## src/rtl/ple_pkg.sv

```systemverilog
package ple_pkg;

   // Size of the list and the widths that follow from it.
   localparam int CAPACITY = 32;
   localparam int ADDR_W   = $clog2(CAPACITY);
   localparam int COUNT_W  = $clog2(CAPACITY + 1);
   localparam int POS_W    = 8;
   localparam int ELEM_W   = 8;

   // Operation codes carried on the request channel.
   typedef enum logic [1:0] {
      FUNC_ADD    = 2'd0,
      FUNC_DEL    = 2'd1,
      FUNC_GET    = 2'd2,
      FUNC_PRINT  = 2'd3
   } func_type;

   // Result codes carried on the response channel.
   typedef enum logic [1:0] {
      KIND_ELEM    = 2'd0,
      KIND_INVALID = 2'd1,
      KIND_EOL     = 2'd2,
      KIND_FULL    = 2'd3
   } kind_type;

   typedef struct packed {
      func_type               func;
      logic [POS_W-1:0]       position;
      logic [ELEM_W-1:0]      elem_in;
   } req_type;

   typedef struct packed {
      kind_type               kind;
      logic [ELEM_W-1:0]      elem_out;
      logic                   last;
   } rsp_type;

endpackage

```

## src/rtl/ple_ram.sv

```systemverilog
module ple_ram #(
   parameter int WIDTH = 8,
   parameter int DEPTH = 32
) (
   input  logic                     clock,
   input  logic                     wr_en,
   input  logic [$clog2(DEPTH)-1:0] wr_addr,
   input  logic [WIDTH-1:0]         wr_data,
   input  logic [$clog2(DEPTH)-1:0] rd_addr,
   output logic [WIDTH-1:0]         rd_data
);

   logic [WIDTH-1:0] mem_ff [DEPTH];
   logic [WIDTH-1:0] rd_data_ff;

   // One write port and one registered read port.
   always_ff @(posedge clock) begin
      if (wr_en) begin
         mem_ff[wr_addr] <= wr_data;
      end
      rd_data_ff <= mem_ff[rd_addr];
   end

   assign rd_data = rd_data_ff;

endmodule

```

## src/rtl/positional_list_engine_top.sv

```systemverilog
// Ordered list of up to ple_pkg::CAPACITY bytes held in one RAM with a single read
// and a single write port, driven by a small sequencer that moves each element with a
// read state and a write state. The block takes one request at a time and stalls the
// request channel until that request's work is finished. An add at position r moves
// the elements from r up one slot from the tail, then writes the new byte; a delete
// at r moves the later elements down one slot; a get reads one element and a print
// reads each in turn, then the end-of-list marker, both waiting out response stalls;
// an out-of-range position or an add to a full list gives its result directly. Adds
// and deletes are paced by the RAM port pair; gets and prints by the registered read
// ahead of each element result. Results pass through an output register, so the last
// result of a request may wait on the response channel while the next request is
// taken. The store is not cleared at reset; only entries below the count are used.
module positional_list_engine_top (
   input  logic             clock,
   input  logic             reset,
   input  logic             req_valid,
   output logic             req_stall,
   input  ple_pkg::req_type req_data,
   output logic             rsp_valid,
   input  logic             rsp_stall,
   output ple_pkg::rsp_type rsp_data
);

   typedef enum logic [7:0] {
      ST_IDLE     = 8'b0000_0001,
      ST_ADD_RD   = 8'b0000_0010,
      ST_ADD_WR   = 8'b0000_0100,
      ST_DEL_RD   = 8'b0000_1000,
      ST_DEL_WR   = 8'b0001_0000,
      ST_READ     = 8'b0010_0000,
      ST_DATA_OUT = 8'b0100_0000,
      ST_RESULT   = 8'b1000_0000
   } state_type;

   state_type                      state_ff, state_in;
   logic [ple_pkg::COUNT_W-1:0]    count_ff, count_in;
   logic [ple_pkg::COUNT_W-1:0]    idx_ff, idx_in;
   logic [ple_pkg::COUNT_W-1:0]    pos_m1_ff, pos_m1_in;
   logic [ple_pkg::ELEM_W-1:0]     byte_ff, byte_in;
   ple_pkg::func_type              op_ff, op_in;
   ple_pkg::kind_type              res_kind_ff, res_kind_in;
   logic                           rsp_valid_ff, rsp_valid_in;
   ple_pkg::rsp_type               rsp_data_ff, rsp_data_in;

   logic [ple_pkg::COUNT_W-1:0]    idx_plus;
   logic [ple_pkg::COUNT_W-1:0]    idx_minus;
   logic [ple_pkg::COUNT_W-1:0]    req_pos_m1;
   logic [ple_pkg::POS_W-1:0]      count_ext;
   logic                           pos_ok;
   logic                           add_pos_ok;
   logic                           list_full;
   logic                           can_load;
   logic                           rsp_load;

   logic                           ram_we;
   logic [ple_pkg::ADDR_W-1:0]     ram_waddr;
   logic [ple_pkg::ELEM_W-1:0]     ram_wdata;
   logic [ple_pkg::ADDR_W-1:0]     ram_raddr;
   logic [ple_pkg::ELEM_W-1:0]     ram_rdata;

   ple_ram #(
      .WIDTH (ple_pkg::ELEM_W),
      .DEPTH (ple_pkg::CAPACITY)
   ) u_store (
      .clock   (clock),
      .wr_en   (ram_we),
      .wr_addr (ram_waddr),
      .wr_data (ram_wdata),
      .rd_addr (ram_raddr),
      .rd_data (ram_rdata)
   );

   // Position checks against the current element count.
   assign count_ext  = ple_pkg::POS_W'(count_ff);
   assign pos_ok     = (req_data.position != '0) && (req_data.position <= count_ext);
   assign add_pos_ok = (req_data.position != '0) &&
                       (req_data.position <= count_ext + ple_pkg::POS_W'(1));
   assign list_full  = (count_ff == ple_pkg::COUNT_W'(ple_pkg::CAPACITY));
   assign req_pos_m1 = ple_pkg::COUNT_W'(req_data.position - ple_pkg::POS_W'(1));

   assign idx_plus  = idx_ff + ple_pkg::COUNT_W'(1);
   assign idx_minus = idx_ff - ple_pkg::COUNT_W'(1);

   // A new result may enter the output register when it is empty or being drained.
   assign can_load = !rsp_valid_ff || !rsp_stall;

   // Read address: the neighbor to move during a shift, otherwise the current index.
   always_comb begin
      case (state_ff)
         ST_ADD_RD: ram_raddr = idx_minus[ple_pkg::ADDR_W-1:0];
         ST_DEL_RD: ram_raddr = idx_plus[ple_pkg::ADDR_W-1:0];
         default:   ram_raddr = idx_ff[ple_pkg::ADDR_W-1:0];
      endcase
   end

   // Sequencer for the four operations.
   always_comb begin
      state_in    = state_ff;
      count_in    = count_ff;
      idx_in      = idx_ff;
      pos_m1_in   = pos_m1_ff;
      byte_in     = byte_ff;
      op_in       = op_ff;
      res_kind_in = res_kind_ff;
      ram_we      = 1'b0;
      ram_waddr   = idx_ff[ple_pkg::ADDR_W-1:0];
      ram_wdata   = ram_rdata;
      rsp_load    = 1'b0;
      rsp_data_in = '0;

      case (state_ff)
         ST_IDLE: begin
            if (req_valid) begin
               op_in   = req_data.func;
               byte_in = req_data.elem_in;
               case (req_data.func)
                  ple_pkg::FUNC_ADD: begin
                     if (!add_pos_ok) begin
                        res_kind_in = ple_pkg::KIND_INVALID;
                        state_in    = ST_RESULT;
                     end else if (list_full) begin
                        res_kind_in = ple_pkg::KIND_FULL;
                        state_in    = ST_RESULT;
                     end else begin
                        idx_in    = count_ff;
                        pos_m1_in = req_pos_m1;
                        state_in  = ST_ADD_RD;
                     end
                  end
                  ple_pkg::FUNC_DEL: begin
                     if (!pos_ok) begin
                        res_kind_in = ple_pkg::KIND_INVALID;
                        state_in    = ST_RESULT;
                     end else begin
                        idx_in   = req_pos_m1;
                        state_in = ST_DEL_RD;
                     end
                  end
                  ple_pkg::FUNC_GET: begin
                     if (!pos_ok) begin
                        res_kind_in = ple_pkg::KIND_INVALID;
                        state_in    = ST_RESULT;
                     end else begin
                        idx_in   = req_pos_m1;
                        state_in = ST_READ;
                     end
                  end
                  default: begin
                     // Print walks from the head; an empty list gives only the marker.
                     idx_in = '0;
                     if (count_ff == '0) begin
                        res_kind_in = ple_pkg::KIND_EOL;
                        state_in    = ST_RESULT;
                     end else begin
                        state_in = ST_READ;
                     end
                  end
               endcase
            end
         end

         // Insert: move elements up one slot from the tail, then drop in the new byte.
         ST_ADD_RD: begin
            if (idx_ff == pos_m1_ff) begin
               ram_we    = 1'b1;
               ram_wdata = byte_ff;
               count_in  = count_ff + ple_pkg::COUNT_W'(1);
               state_in  = ST_IDLE;
            end else begin
               state_in = ST_ADD_WR;
            end
         end
         ST_ADD_WR: begin
            ram_we   = 1'b1;
            idx_in   = idx_minus;
            state_in = ST_ADD_RD;
         end

         // Delete: move elements down one slot toward the head, then drop the count.
         ST_DEL_RD: begin
            if (idx_plus == count_ff) begin
               count_in = count_ff - ple_pkg::COUNT_W'(1);
               state_in = ST_IDLE;
            end else begin
               state_in = ST_DEL_WR;
            end
         end
         ST_DEL_WR: begin
            ram_we   = 1'b1;
            idx_in   = idx_plus;
            state_in = ST_DEL_RD;
         end

         ST_READ: begin
            state_in = ST_DATA_OUT;
         end

         // The read address holds here, so the read data stays put through a stall.
         ST_DATA_OUT: begin
            if (can_load) begin
               rsp_load             = 1'b1;
               rsp_data_in.kind     = ple_pkg::KIND_ELEM;
               rsp_data_in.elem_out = ram_rdata;
               if (op_ff == ple_pkg::FUNC_GET) begin
                  rsp_data_in.last = 1'b1;
                  state_in         = ST_IDLE;
               end else if (idx_plus == count_ff) begin
                  res_kind_in = ple_pkg::KIND_EOL;
                  state_in    = ST_RESULT;
               end else begin
                  idx_in   = idx_plus;
                  state_in = ST_READ;
               end
            end
         end

         ST_RESULT: begin
            if (can_load) begin
               rsp_load         = 1'b1;
               rsp_data_in.kind = res_kind_ff;
               rsp_data_in.last = 1'b1;
               state_in         = ST_IDLE;
            end
         end

         default: begin
            state_in = ST_IDLE;
         end
      endcase
   end

   assign rsp_valid_in = rsp_load || (rsp_valid_ff && rsp_stall);

   // Control state.
   always_ff @(posedge clock) begin
      if (reset) begin
         state_ff     <= ST_IDLE;
         count_ff     <= '0;
         rsp_valid_ff <= 1'b0;
      end else begin
         state_ff     <= state_in;
         count_ff     <= count_in;
         rsp_valid_ff <= rsp_valid_in;
      end
   end

   // Working registers and the response payload.
   always_ff @(posedge clock) begin
      idx_ff      <= idx_in;
      pos_m1_ff   <= pos_m1_in;
      byte_ff     <= byte_in;
      op_ff       <= op_in;
      res_kind_ff <= res_kind_in;
      if (rsp_load) begin
         rsp_data_ff <= rsp_data_in;
      end
   end

   assign req_stall = (state_ff != ST_IDLE);
   assign rsp_valid = rsp_valid_ff;
   assign rsp_data  = rsp_data_ff;

endmodule

```

## config.mk

```make
export PLATFORM = sky130hd
export DESIGN_NAME = positional_list_engine_top
export DESIGN_NICKNAME = d
export VERILOG_FILES = /design/src/rtl/ple_pkg.sv /design/src/rtl/ple_ram.sv /design/src/rtl/positional_list_engine_top.sv
export SDC_FILE = /design/constraint.sdc
export NUM_CORES = 1
export LEC_CHECK = 0
export ABC_AREA = 1
export BUFFER_PORTS_ARGS = -buffer_cell sky130_fd_sc_hd__buf_2
export CORE_UTILIZATION = 50
export DETAILED_ROUTE_END_ITERATION = 7
export PLACE_DENSITY_LB_ADDON = 0.3
export SYNTH_ARGS = -nofsm -noshare
export SYNTH_HDL_FRONTEND = slang
export SYNTH_SLANG_ARGS = --single-unit
```

## constraint.sdc

```tcl
create_clock -name clock -period 4.46 [get_ports clock]
set_input_delay 0.892 -clock clock [delete_from_list [all_inputs] [get_ports clock]]
set_output_delay 0.892 -clock clock [all_outputs]
set_load 0.01 [all_outputs]
```

# Word-level counts from Yosys, hierarchy flattened
# Memory sizes are Yosys's and may differ from the RTL's. A register that Yosys moved wholly into a read port is not among the register bits.
# Cells that the tools add are included.
op_classes:
  eq_ne: 29
  addsub: 6
  n_lt_le_gt_ge: 2
  n_bitwise: 1
  n_mux: 50
  reduce_logical: 23
op_table:
  columns: ["cell", "n"]
  rows:
  - ["$mux 8", 12]
  - ["$pmux 8 s8", 1]
  - ["$mux 6", 9]
  - ["$pmux 6 s2", 2]
  - ["$pmux 6 s4", 1]
  - ["$pmux 8 s3", 1]
  - ["$mux 2", 9]
  - ["$sub 6x1->6 const B", 3]
  - ["$ne 2x2->1 const B", 8]
  - ["$reduce_and 8->1", 2]
  - ["$add 6x1->6 const B", 2]
  - ["$eq 6x6->1", 2]
  - ["$ne 3x3->1 const B", 4]
  - ["$pmux 2 s2", 3]
  - ["$pmux 5 s2", 1]
  - ["$eq 8x1->1 const B", 1]
  - ["$eq 8x2->1 const B", 1]
  - ["$eq 8x3->1 const B", 1]
  - ["$eq 8x4->1 const B", 1]
  - ["$eq 8x5->1 const B", 1]
  - ["$eq 8x6->1 const B", 1]
  - ["$eq 8x7->1 const B", 1]
  - ["$eq 8x8->1 const B", 1]
  - ["$le 8x6->1", 1]
  - ["other kinds (25)", 42]
totals:
  out_inout_bits: 13
  input_bits: 22
  ramBits: 256
  mem_count: 1
  word_cells: 123
  register_bits: 50
memory_table:
  columns: ["memory", "words", "word_bits", "rd", "rd_clocked_by_memory_dff", "wr", "line", "source"]
  rows:
  - ["u_store.mem_ff", 32, 8, 1, 1, 1, "ple_ram.sv:13", "logic [WIDTH-1:0] mem_ff [DEPTH];"]

# Depth between registers and ports, before layout
# Gate-level depths: netlist (run 1).
depth:
  ltp_word: 7
  mapped_depth: 20
  ltp_nobuf: 20

# By module
# Synthesis (run 1) repeated with hierarchy kept, for this count alone.
unflattened:
  cells_unflattened: 1392
  area_unflattened_um2: 14385.0
modules_own_cells:
  columns: ["mod", "instances", "cells_per_inst", "seq_area_each_um2", "area_per_inst_um2"]
  rows:
  - ["ple_ram", 1, 922, 7847.5, 10786.6]
  - ["positional_list_engine_top", 1, 470, 1351.3, 3598.5]

# Worst setup path before layout (run 1)
# Ideal clock, no wire load.
synth_timing:
  path_type: "register -> register"
  startpoint: "register idx_ff[0] (netlist bit)"
  endpoint: "memory u_store.mem_ff[0][0], data pin"
  path_slack_ns: 1.347
  setup_time_ns: 0.454
  path_stages_with_launch: 9
  n_path_buf: 1
  t_required_ns: 4.006
  arrival_time_ns: 2.659
  period_less_slack_ns: 3.113
  path_cell_list: "edfxtp_1 > inv_1 > or2_2 > nand4_1 > nor2_1 > nand2_1 > nor2_1 > clkbuf_1 > o21ai_0"
synth_between:
  elab_chain_cells: 3
synth_rtl:
  columns: ["item", "line", "source"]
  rows:
  - ["from (decl)", "positional_list_engine_top.sv:37", "logic [ple_pkg::COUNT_W-1:0] idx_ff, idx_in;"]
  - ["from (signal assigned)", "positional_list_engine_top.sv:249", "idx_ff <= idx_in;"]
  - ["$eq 6x6->1", "positional_list_engine_top.sv:164", "if (idx_ff == pos_m1_ff) begin"]
  - ["$mux 8", "positional_list_engine_top.sv:164", null]
  - ["$mux 8", "positional_list_engine_top.sv:111", "case (state_ff)"]
  - ["named net ram_wdata, one bit", "positional_list_engine_top.sv:57", "logic [ple_pkg::ELEM_W-1:0] ram_wdata;"]
  - ["to (decl)", "ple_ram.sv:13", null]
# The timed path passes the listed nets, and every way through them passes these cells.

# Worst setup path in the final report (run 1)
layout_timing:
  startpoint: "register count_ff[0] (netlist bit)"
  endpoint: "register idx_ff[4] (netlist bit), enable pin"
layout_between:
  elab_chain_cells: 5
  elab_cells_between_ends: 12
  classes_between: "1 x add/sub; 2 x order compare; 6 x eq/ne; 3 x reduce/logical"
layout_rtl:
  columns: ["item", "line", "source"]
  rows:
  - ["from (decl)", "positional_list_engine_top.sv:36", "logic [ple_pkg::COUNT_W-1:0] count_ff, count_in;"]
  - ["from (signal assigned)", "positional_list_engine_top.sv:242", "count_ff <= count_in;"]
  - ["$add 6x1->7", "positional_list_engine_top.sv:77", "(req_data.position <= count_ext + ple_pkg::POS_W'(1));"]
  - ["$le 8x7->1", "positional_list_engine_top.sv:77", null]
  - ["$logic_and 1x1->1", "positional_list_engine_top.sv:76", "assign add_pos_ok = (req_data.position != '0) &&"]
  - ["$ne 3x3->1 (no line)", null, null]
  - ["$reduce_and 8->1 (no line) *", null, null]
# Mark *: on every way between the ends. The rest lies on a longest branch, timed or not.
# A chain may end at the register's enable or synchronous reset.

==> impl_metrics.toml, run 1 <==
[grt]
grt_max_degree = 67
gr-total-overflow = 0
first_global_vias = 10100
grt.total_usage_pct = 23.0
grt_pass1_wl_um = 54400
antenna_found_initial = 0

[cells_and_area]
syn_to_final_growth_pct = 11.0
antenna_cells = 0
fin_util_pct = 56.3
drive_gt1_share_pct = 8.20
fin_cells = 2036
nNetsFinal = 1673

[sta]
setup_tns_ns = 0
rsz0062_at_grt = "false"
maxSlewViolCount = 0
finalWorstSetupSlack_ns = 1.21
setup_viol = 0
min_period_ns = 3.25
skew_ns = 0.0231
maxSlewHeadroom_pct = 18.1
hold_viol = 0
post-route-period-util_pct = 73.0
max_freq_mhz = 307
tightestPinTransition_ns = 1.23

[route]
drt_wl_total_um = 34500
num_vias = 10600
drc = 0
avgRoutedWirePerCell_um = 16.9
final_antenna_net_count = 0
drtIter0Drc = 974
firstDrtPassIters = 6
avgViaCountPerCell = 5.18

[synthesis]
synthTopCellsByArea = "edfxtp_1, nand2_1, nand3_1"
syn_area_per_cell_um2 = 9.47
syn-num-nets = 1640
synth_warnings = 0
ys_top_cells_by_count = "nand2_1, inv_1, edfxtp_1, nand3_1, nor2_1"
synth_mux_area_share_pct = 0
synth_top_family_by_area = "simple AND/OR/NAND/NOR gates"
yosysTopAreaCell = "edfxtp_1"
yosysUniqueCellTypes = 37
netlist.area_leader.share_pct = 58.1
synth.yosys.seq_area_share_pct = 61.2
synth_compound_area_share_pct = 2.61
syn_area_um2 = 15000
synth-seq-cells = 314
synth_edf_count = 291
synth-simple-area-share_pct = 22.3
synth_adder_area_share_pct = 2.55
yosysMostFrequentCell = "nand2_1"
synthCells = 1588
synthXorXnorAreaFrac_pct = 1.17
ys.flop_type = "edfxtp_1"
async_flop_share_pct = 0

[setup_path]
cp-end-kind = "flop"
r2r_cells = 13
cp-start-kind = "flop"
worst_ep_arrival_time_ns = 3.39
cp_max_fo = 7
rrSetupSlack_ns = 1.21
critPathRequiredTime_ns = 4.59
timing.rr.start = "count_ff[0]$_SDFFE_PP0P_"
criticalPathCategory = "flop to flop"
r2r_end = "idx_ff[4]$_DFFE_PP_"

[clocking]
cts_tree = "yes"
clock-sinks = 314
clk_pin_slew_ns = 0.06
postCtsSetupBuffers = 0
clk_latency_ns = 0.51
cts.path.max_buffers = 3
root_buffer = "clkbuf_16"
hold_buffers = 0
cts_buffers = 34
htreeDepth = 2
cts-resized-gates = 0

[die]
initial_core_util_pct = 50.7
num_rows = 63
die_h_um = 175
die_width_um = 175
die-area_um2 = 30800
io_pins = 35
core_area_um2 = 29600

[placement]
globalplace.congestion = 0.958
port_buffers = 34
hpwl_um = 22500
place_inst = 1975
preCtsSetupSlack_ns = 1.21

[worst_hold_path]
min-delay-start = "state_ff[7]$_SDFFE_PP0P_"
hold_depth = 2
hp-class = "flop to flop"
hold_end = "state_ff[7]$_SDFFE_PP0P_"

[power_and_ir_drop]
vdd_drop_max_uv = 311
p_leak_nw = 7.32
powerDensity_nw_per_um2 = 571

[run]
cap_viol_max_count = 0

[status]
status = "completed"
state kept, by name, indices dropped and copies added (netlist names):
name,flops
count_ff,6
idx_ff,6
u_store.rd_data,8
u_store.mem_ff,256
rsp_data,11
res_kind_ff,2
pos_m1_ff,6
byte_ff,8
rsp_valid,1
op_ff,2
state_ff,8
cell usage in the layout (no fill, tap or decap), drive strengths merged, types with 4 or more instances in the layout:
cell / n
o21ai: 30
o211ai: 4
xor2: 17
inv: 323
a21oi: 18
clkinv: 16
nor2: 81
a211oi: 4
or2: 5
clkbuf: 38
buf: 51
nand3: 246
nor3: 13
nand2: 425
ha: 29
edfxtp: 291
dfxtp: 23
nand4: 8
per-stage QoR:
stage,hold WS [ns],area [um^2],total power [mW]
after floorplan,0.478,15000,5.83
after global placement,0.514,15600,6.77
after detailed placement,0.529,15600,6.81
after CTS,0.539,16700,9.55
after global routing,0.541,16700,9.98
final,0.543,16700,9.53
critical path, stage by stage (launching register included):
cell	delay (ns)
dfxtp_1	0.42
inv_1	0.18
nor3_1	0.33
nand3_1	0.14
xor2_1	0.17
ha_1	0.30
nand2_1	0.05
nor3_1	0.19
nand4_1	0.11
nand2_1	0.13
nand3_1	0.09
nand2_1	0.08
a21oi_1	0.07
nor3_1	0.64
where the power goes:
part	internal (mW)	total (mW)	switching, mW
Clock	1.64	2.76	1.12
Sequential	3.71	3.81	0.0931
Combinational	0.766	2.97	2.20
Total	6.12	9.53	3.41
how the worst max path moves through the flow:
stage,cells after the start,start,to
final,13,count_ff[0]$_SDFFE_PP0P_,idx_ff[4]$_DFFE_PP_
after global routing,13,count_ff[0]$_SDFFE_PP0P_,idx_ff[0]$_DFFE_PP_
after CTS,13,count_ff[0]$_SDFFE_PP0P_,idx_ff[4]$_DFFE_PP_
after detailed placement,13,count_ff[0]$_SDFFE_PP0P_,idx_ff[4]$_DFFE_PP_
after global placement,13,count_ff[0]$_SDFFE_PP0P_,idx_ff[3]$_DFFE_PP_
after floorplan,8,idx_ff[0]$_DFFE_PP_,u_store.mem_ff[0][0]$_DFFE_PP_
kinds of logic (layout without fill, tap and decap cells):
family / count (synthesis) / count (layout)
flops: 314 / 314
buf+inv: 376 / 434
compound gates: 67 / 67
fa+ha+maj: 30 / 30
xor+xnor: 20 / 20
simple gates: 781 / 781
final cells by class:
cell class / count / area [um^2]
Fill cell: 2565 / 13000
Sequential cell: 314 / 9200
Multi-Input combinational cell: 898 / 4350
Clock buffer: 38 / 907
Inverter: 322 / 1210
Timing Repair Buffer: 51 / 335
Clock inverter: 23 / 195
Tap cell: 390 / 488
per-layer routing:
metal  up-vias  GRT usage [%]  wire [um]
li1       5184              -          -
met1      4977           29.4      14700
met2       330           40.4      17300
met3        62           3.29       1700
met4         0           7.50        837
met5         -              0          0
(Power assumes the default switching activity.)
==> inputs of run 2 (changes only) <==
--- a/config.mk
+++ b/config.mk
@@ -5,7 +5,7 @@
 export SDC_FILE = /design/constraint.sdc
 export NUM_CORES = 1
 export LEC_CHECK = 0
-export ABC_AREA = 1
+export ABC_AREA = 0
 export BUFFER_PORTS_ARGS = -buffer_cell sky130_fd_sc_hd__buf_2
 export CORE_UTILIZATION = 50
 export DETAILED_ROUTE_END_ITERATION = 7
==> constraint.sdc (replaced) <==
create_clock -name clock -period 3.3 [get_ports clock]
set_input_delay 0.66 -clock clock [delete_from_list [all_inputs] [get_ports clock]]
set_output_delay 0.66 -clock clock [all_outputs]
set_load 0.01 [all_outputs]
==> impl_metrics.toml, run 2 <==
[setup_path]
cp_max_fo = 6
r2r_end = "idx_ff[5]$_DFFE_PP_"
max_stage_delay_ns = 0.33
worst_path_max_delay_cell = "dfxtp_1"
cp_num_buf_inv = 2
timing.rr.start = "count_ff[2]$_SDFFE_PP0P_"
cp-end-kind = "flop"
r2r_cells = 14
criticalPathCategory = "flop to flop"
startpoint = "count_ff[2]$_SDFFE_PP0P_"
cp-start-kind = "flop"
worst_ep_arrival_time_ns = 3.36
rrSetupSlack_ns = 0.22
crit_path_frequent_cell = "nor3_2"
critPathCapture = "idx_ff[5]$_DFFE_PP_"
worst-path-stages = 14
path_delay_family = "compound AO/OA/AOI/OAI gates"
critPathRequiredTime_ns = 3.58
path_cells = "inv_1 > nor3_2 > nand3_1 > xnor2_1 > ha_1 > a21o_1 > a211o_1 > mux2_2 > o31ai_1 > a31oi_1 > a211oi_1 > nor2_1 > nor3_2 > buf_4"

[cells_and_area]
final_cell_mix = "edfxtp_1, nand2_1, nor2_1, buf_4, nand3_1"
final_common_cell = "edfxtp_1"
nNetsFinal = 1254
drive_gt1_share_pct = 15.5
fin_util_pct = 58.7
largest_register_ffs = 256
regMostFlops = "u_store.mem_ff"
antenna_cells = 0
syn_to_final_growth_pct = 14.5

[power_and_ir_drop]
vdd_drop_max_uv = 482
powerDensity_nw_per_um2 = 624
p_leak_nw = 5.60
p_total_mw = 9.92

[synthesis]
syn_area_per_cell_um2 = 12.4
synth.yosys.seq_area_share_pct = 66.2
netlist.area_leader.share_pct = 62.9
ys.flop_type = "edfxtp_1"
synth_warnings = 0
yosysUniqueCellTypes = 62
ys_top_cells_by_count = "edfxtp_1, nand2_1, nor2_1, nand3_1, a21oi_1"
synthTopCellsByArea = "edfxtp_1, nand2_1, nor2_1"
syn-num-nets = 1169
synth_edf_count = 291
synthCells = 1117
synth-seq-cells = 314
yosysTopAreaCell = "edfxtp_1"
async_flop_share_pct = 0
syn_area_um2 = 13900
yosysMostFrequentCell = "edfxtp_1"

[grt]
first_global_vias = 9108
grt_max_degree = 68
grt_pass1_wl_um = 50300
grt.total_usage_pct = 23.3
antenna_found_initial = 0
gr-total-overflow = 0

[sta]
tightestPinTransition_ns = 0.742
maxSlewViolCount = 0
min_period_ns = 3.08
post-route-period-util_pct = 93.5
maxSlewHeadroom_pct = 50.5
skew_ns = 0.0148
setup_tns_ns = 0
max_freq_mhz = 324
setup_viol = 0
rsz0062_at_grt = "false"
hold_viol = 0

[clocking]
cts.path.max_buffers = 3
root_buffer = "clkbuf_16"
htreeDepth = 1
clk_pin_slew_ns = 0.06
cts_buffers = 31
hold_buffers = 0
clock-sinks = 314
cts_tree = "yes"
clk_latency_ns = 0.57
postCtsSetupBuffers = 0

[placement]
hpwl_um = 21200
port_buffers = 34
globalplace.congestion = 0.887

[die]
core_area_um2 = 27100
die-area_um2 = 28500
num_rows = 60
initial_core_util_pct = 51.3
die_width_um = 169
io_pins = 35
die_h_um = 169

[route]
drc = 0
avgRoutedWirePerCell_um = 20.3
firstDrtPassIters = 5
final_antenna_net_count = 0
num_vias = 9259
avgViaCountPerCell = 5.80
drtIter0Drc = 1031
drt_wl_total_um = 32400

[status]
status = "completed"

[run]
cap_viol_max_count = 0

[worst_hold_path]
hp-class = "primary input to flop"
==> run 2: stage by stage <==
stage / setup WS [ns] / std cells / hold WS [ns] / instance area (um^2)
after detailed placement: 0.193 / 1541 / 0.526 / 14900
after global placement: 0.216 / 1541 / 0.521 / 14900
after CTS: 0.154 / 1597 / 0.239 / 15900
final: 0.216 / 1597 / 0.263 / 15900
after floorplan: 0.0118 / 1117 / 0.494 / 13900
after global routing: 0.0218 / 1597 / 0.247 / 15900
==> run 2: final cells by class <==
| cell class | instances | area, um^2 |
|---|---|---|
| inverter | 23 | 86.3 |
| clock inverter | 13 | 103 |
| multi-input combinational | 722 | 4380 |
| clock buffer | 43 | 881 |
| timing repair buffer | 110 | 791 |
| fill | 2151 | 11200 |
| sequential | 314 | 9200 |
| tap | 372 | 465 |
==> run 2: how the worst min path moves through the flow <==
| stage | from | to | slack [ns] | depth (start not counted) |
|---|---|---|---|---|
| 6_report | req_data[0] | byte_ff[0]$_DFFE_PP_ | 0.26 | 1 |
| 5_1_grt | req_data[6] | byte_ff[6]$_DFFE_PP_ | 0.25 | 1 |
| 4_1_cts | req_data[6] | byte_ff[6]$_DFFE_PP_ | 0.24 | 1 |
| 3_5_place_dp | res_kind_ff[1]$_SDFFCE_PN1P_ | rsp_data[10]$_SDFFCE_PN0P_ | 0.53 | 1 |
| 3_3_place_gp | res_kind_ff[1]$_SDFFCE_PN1P_ | rsp_data[10]$_SDFFCE_PN0P_ | 0.52 | 1 |
| 2_1_floorplan | state_ff[7]$_SDFFE_PP0P_ | state_ff[7]$_SDFFE_PP0P_ | 0.49 | 2 |
==> run 2: repair_timing <==
action	CTS	global route
hold endpoints to repair	0	0
gates resized for setup	0	1
endpoints found under the setup margin	0	6
==> run 2: cell families (layout without fill, tap and decap cells) <==
kind of cell / after synthesis / in the layout / share of synthesized area (%)
AND/OR/NAND/NOR: 495 / 495 / 15.8
flip-flops: 314 / 314 / 66.2
AO/OA/AOI/OAI: 134 / 134 / 6.90
buffers and inverters: 81 / 189 / 2.48
XOR/XNOR: 39 / 39 / 2.67
adder cells (fa/ha/maj): 30 / 30 / 2.76
multiplexers: 24 / 24 / 3.16
==> run 2: where the power goes <==
group / switching, mW / internal, mW / total [mW] / leakage [nW]
registers: 0.0777 / 4.78 / 4.86 / 2.80
clock network: 1.43 / 1.93 / 3.36 / 0.478
logic: 1.20 / 0.508 / 1.71 / 2.32
total: 2.70 / 7.22 / 9.92 / 5.60
==> run 2: routing by layer <==
layer,share of wire (%),GRT usage [%],up-vias,routed length (um)
met2,49,38.9,328,15900
met1,41,31.0,4547,13300
met5,0,0,-,0
met4,3.9,9.68,0,1260
li1,-,-,4305,-
met3,5.8,2.76,79,1880
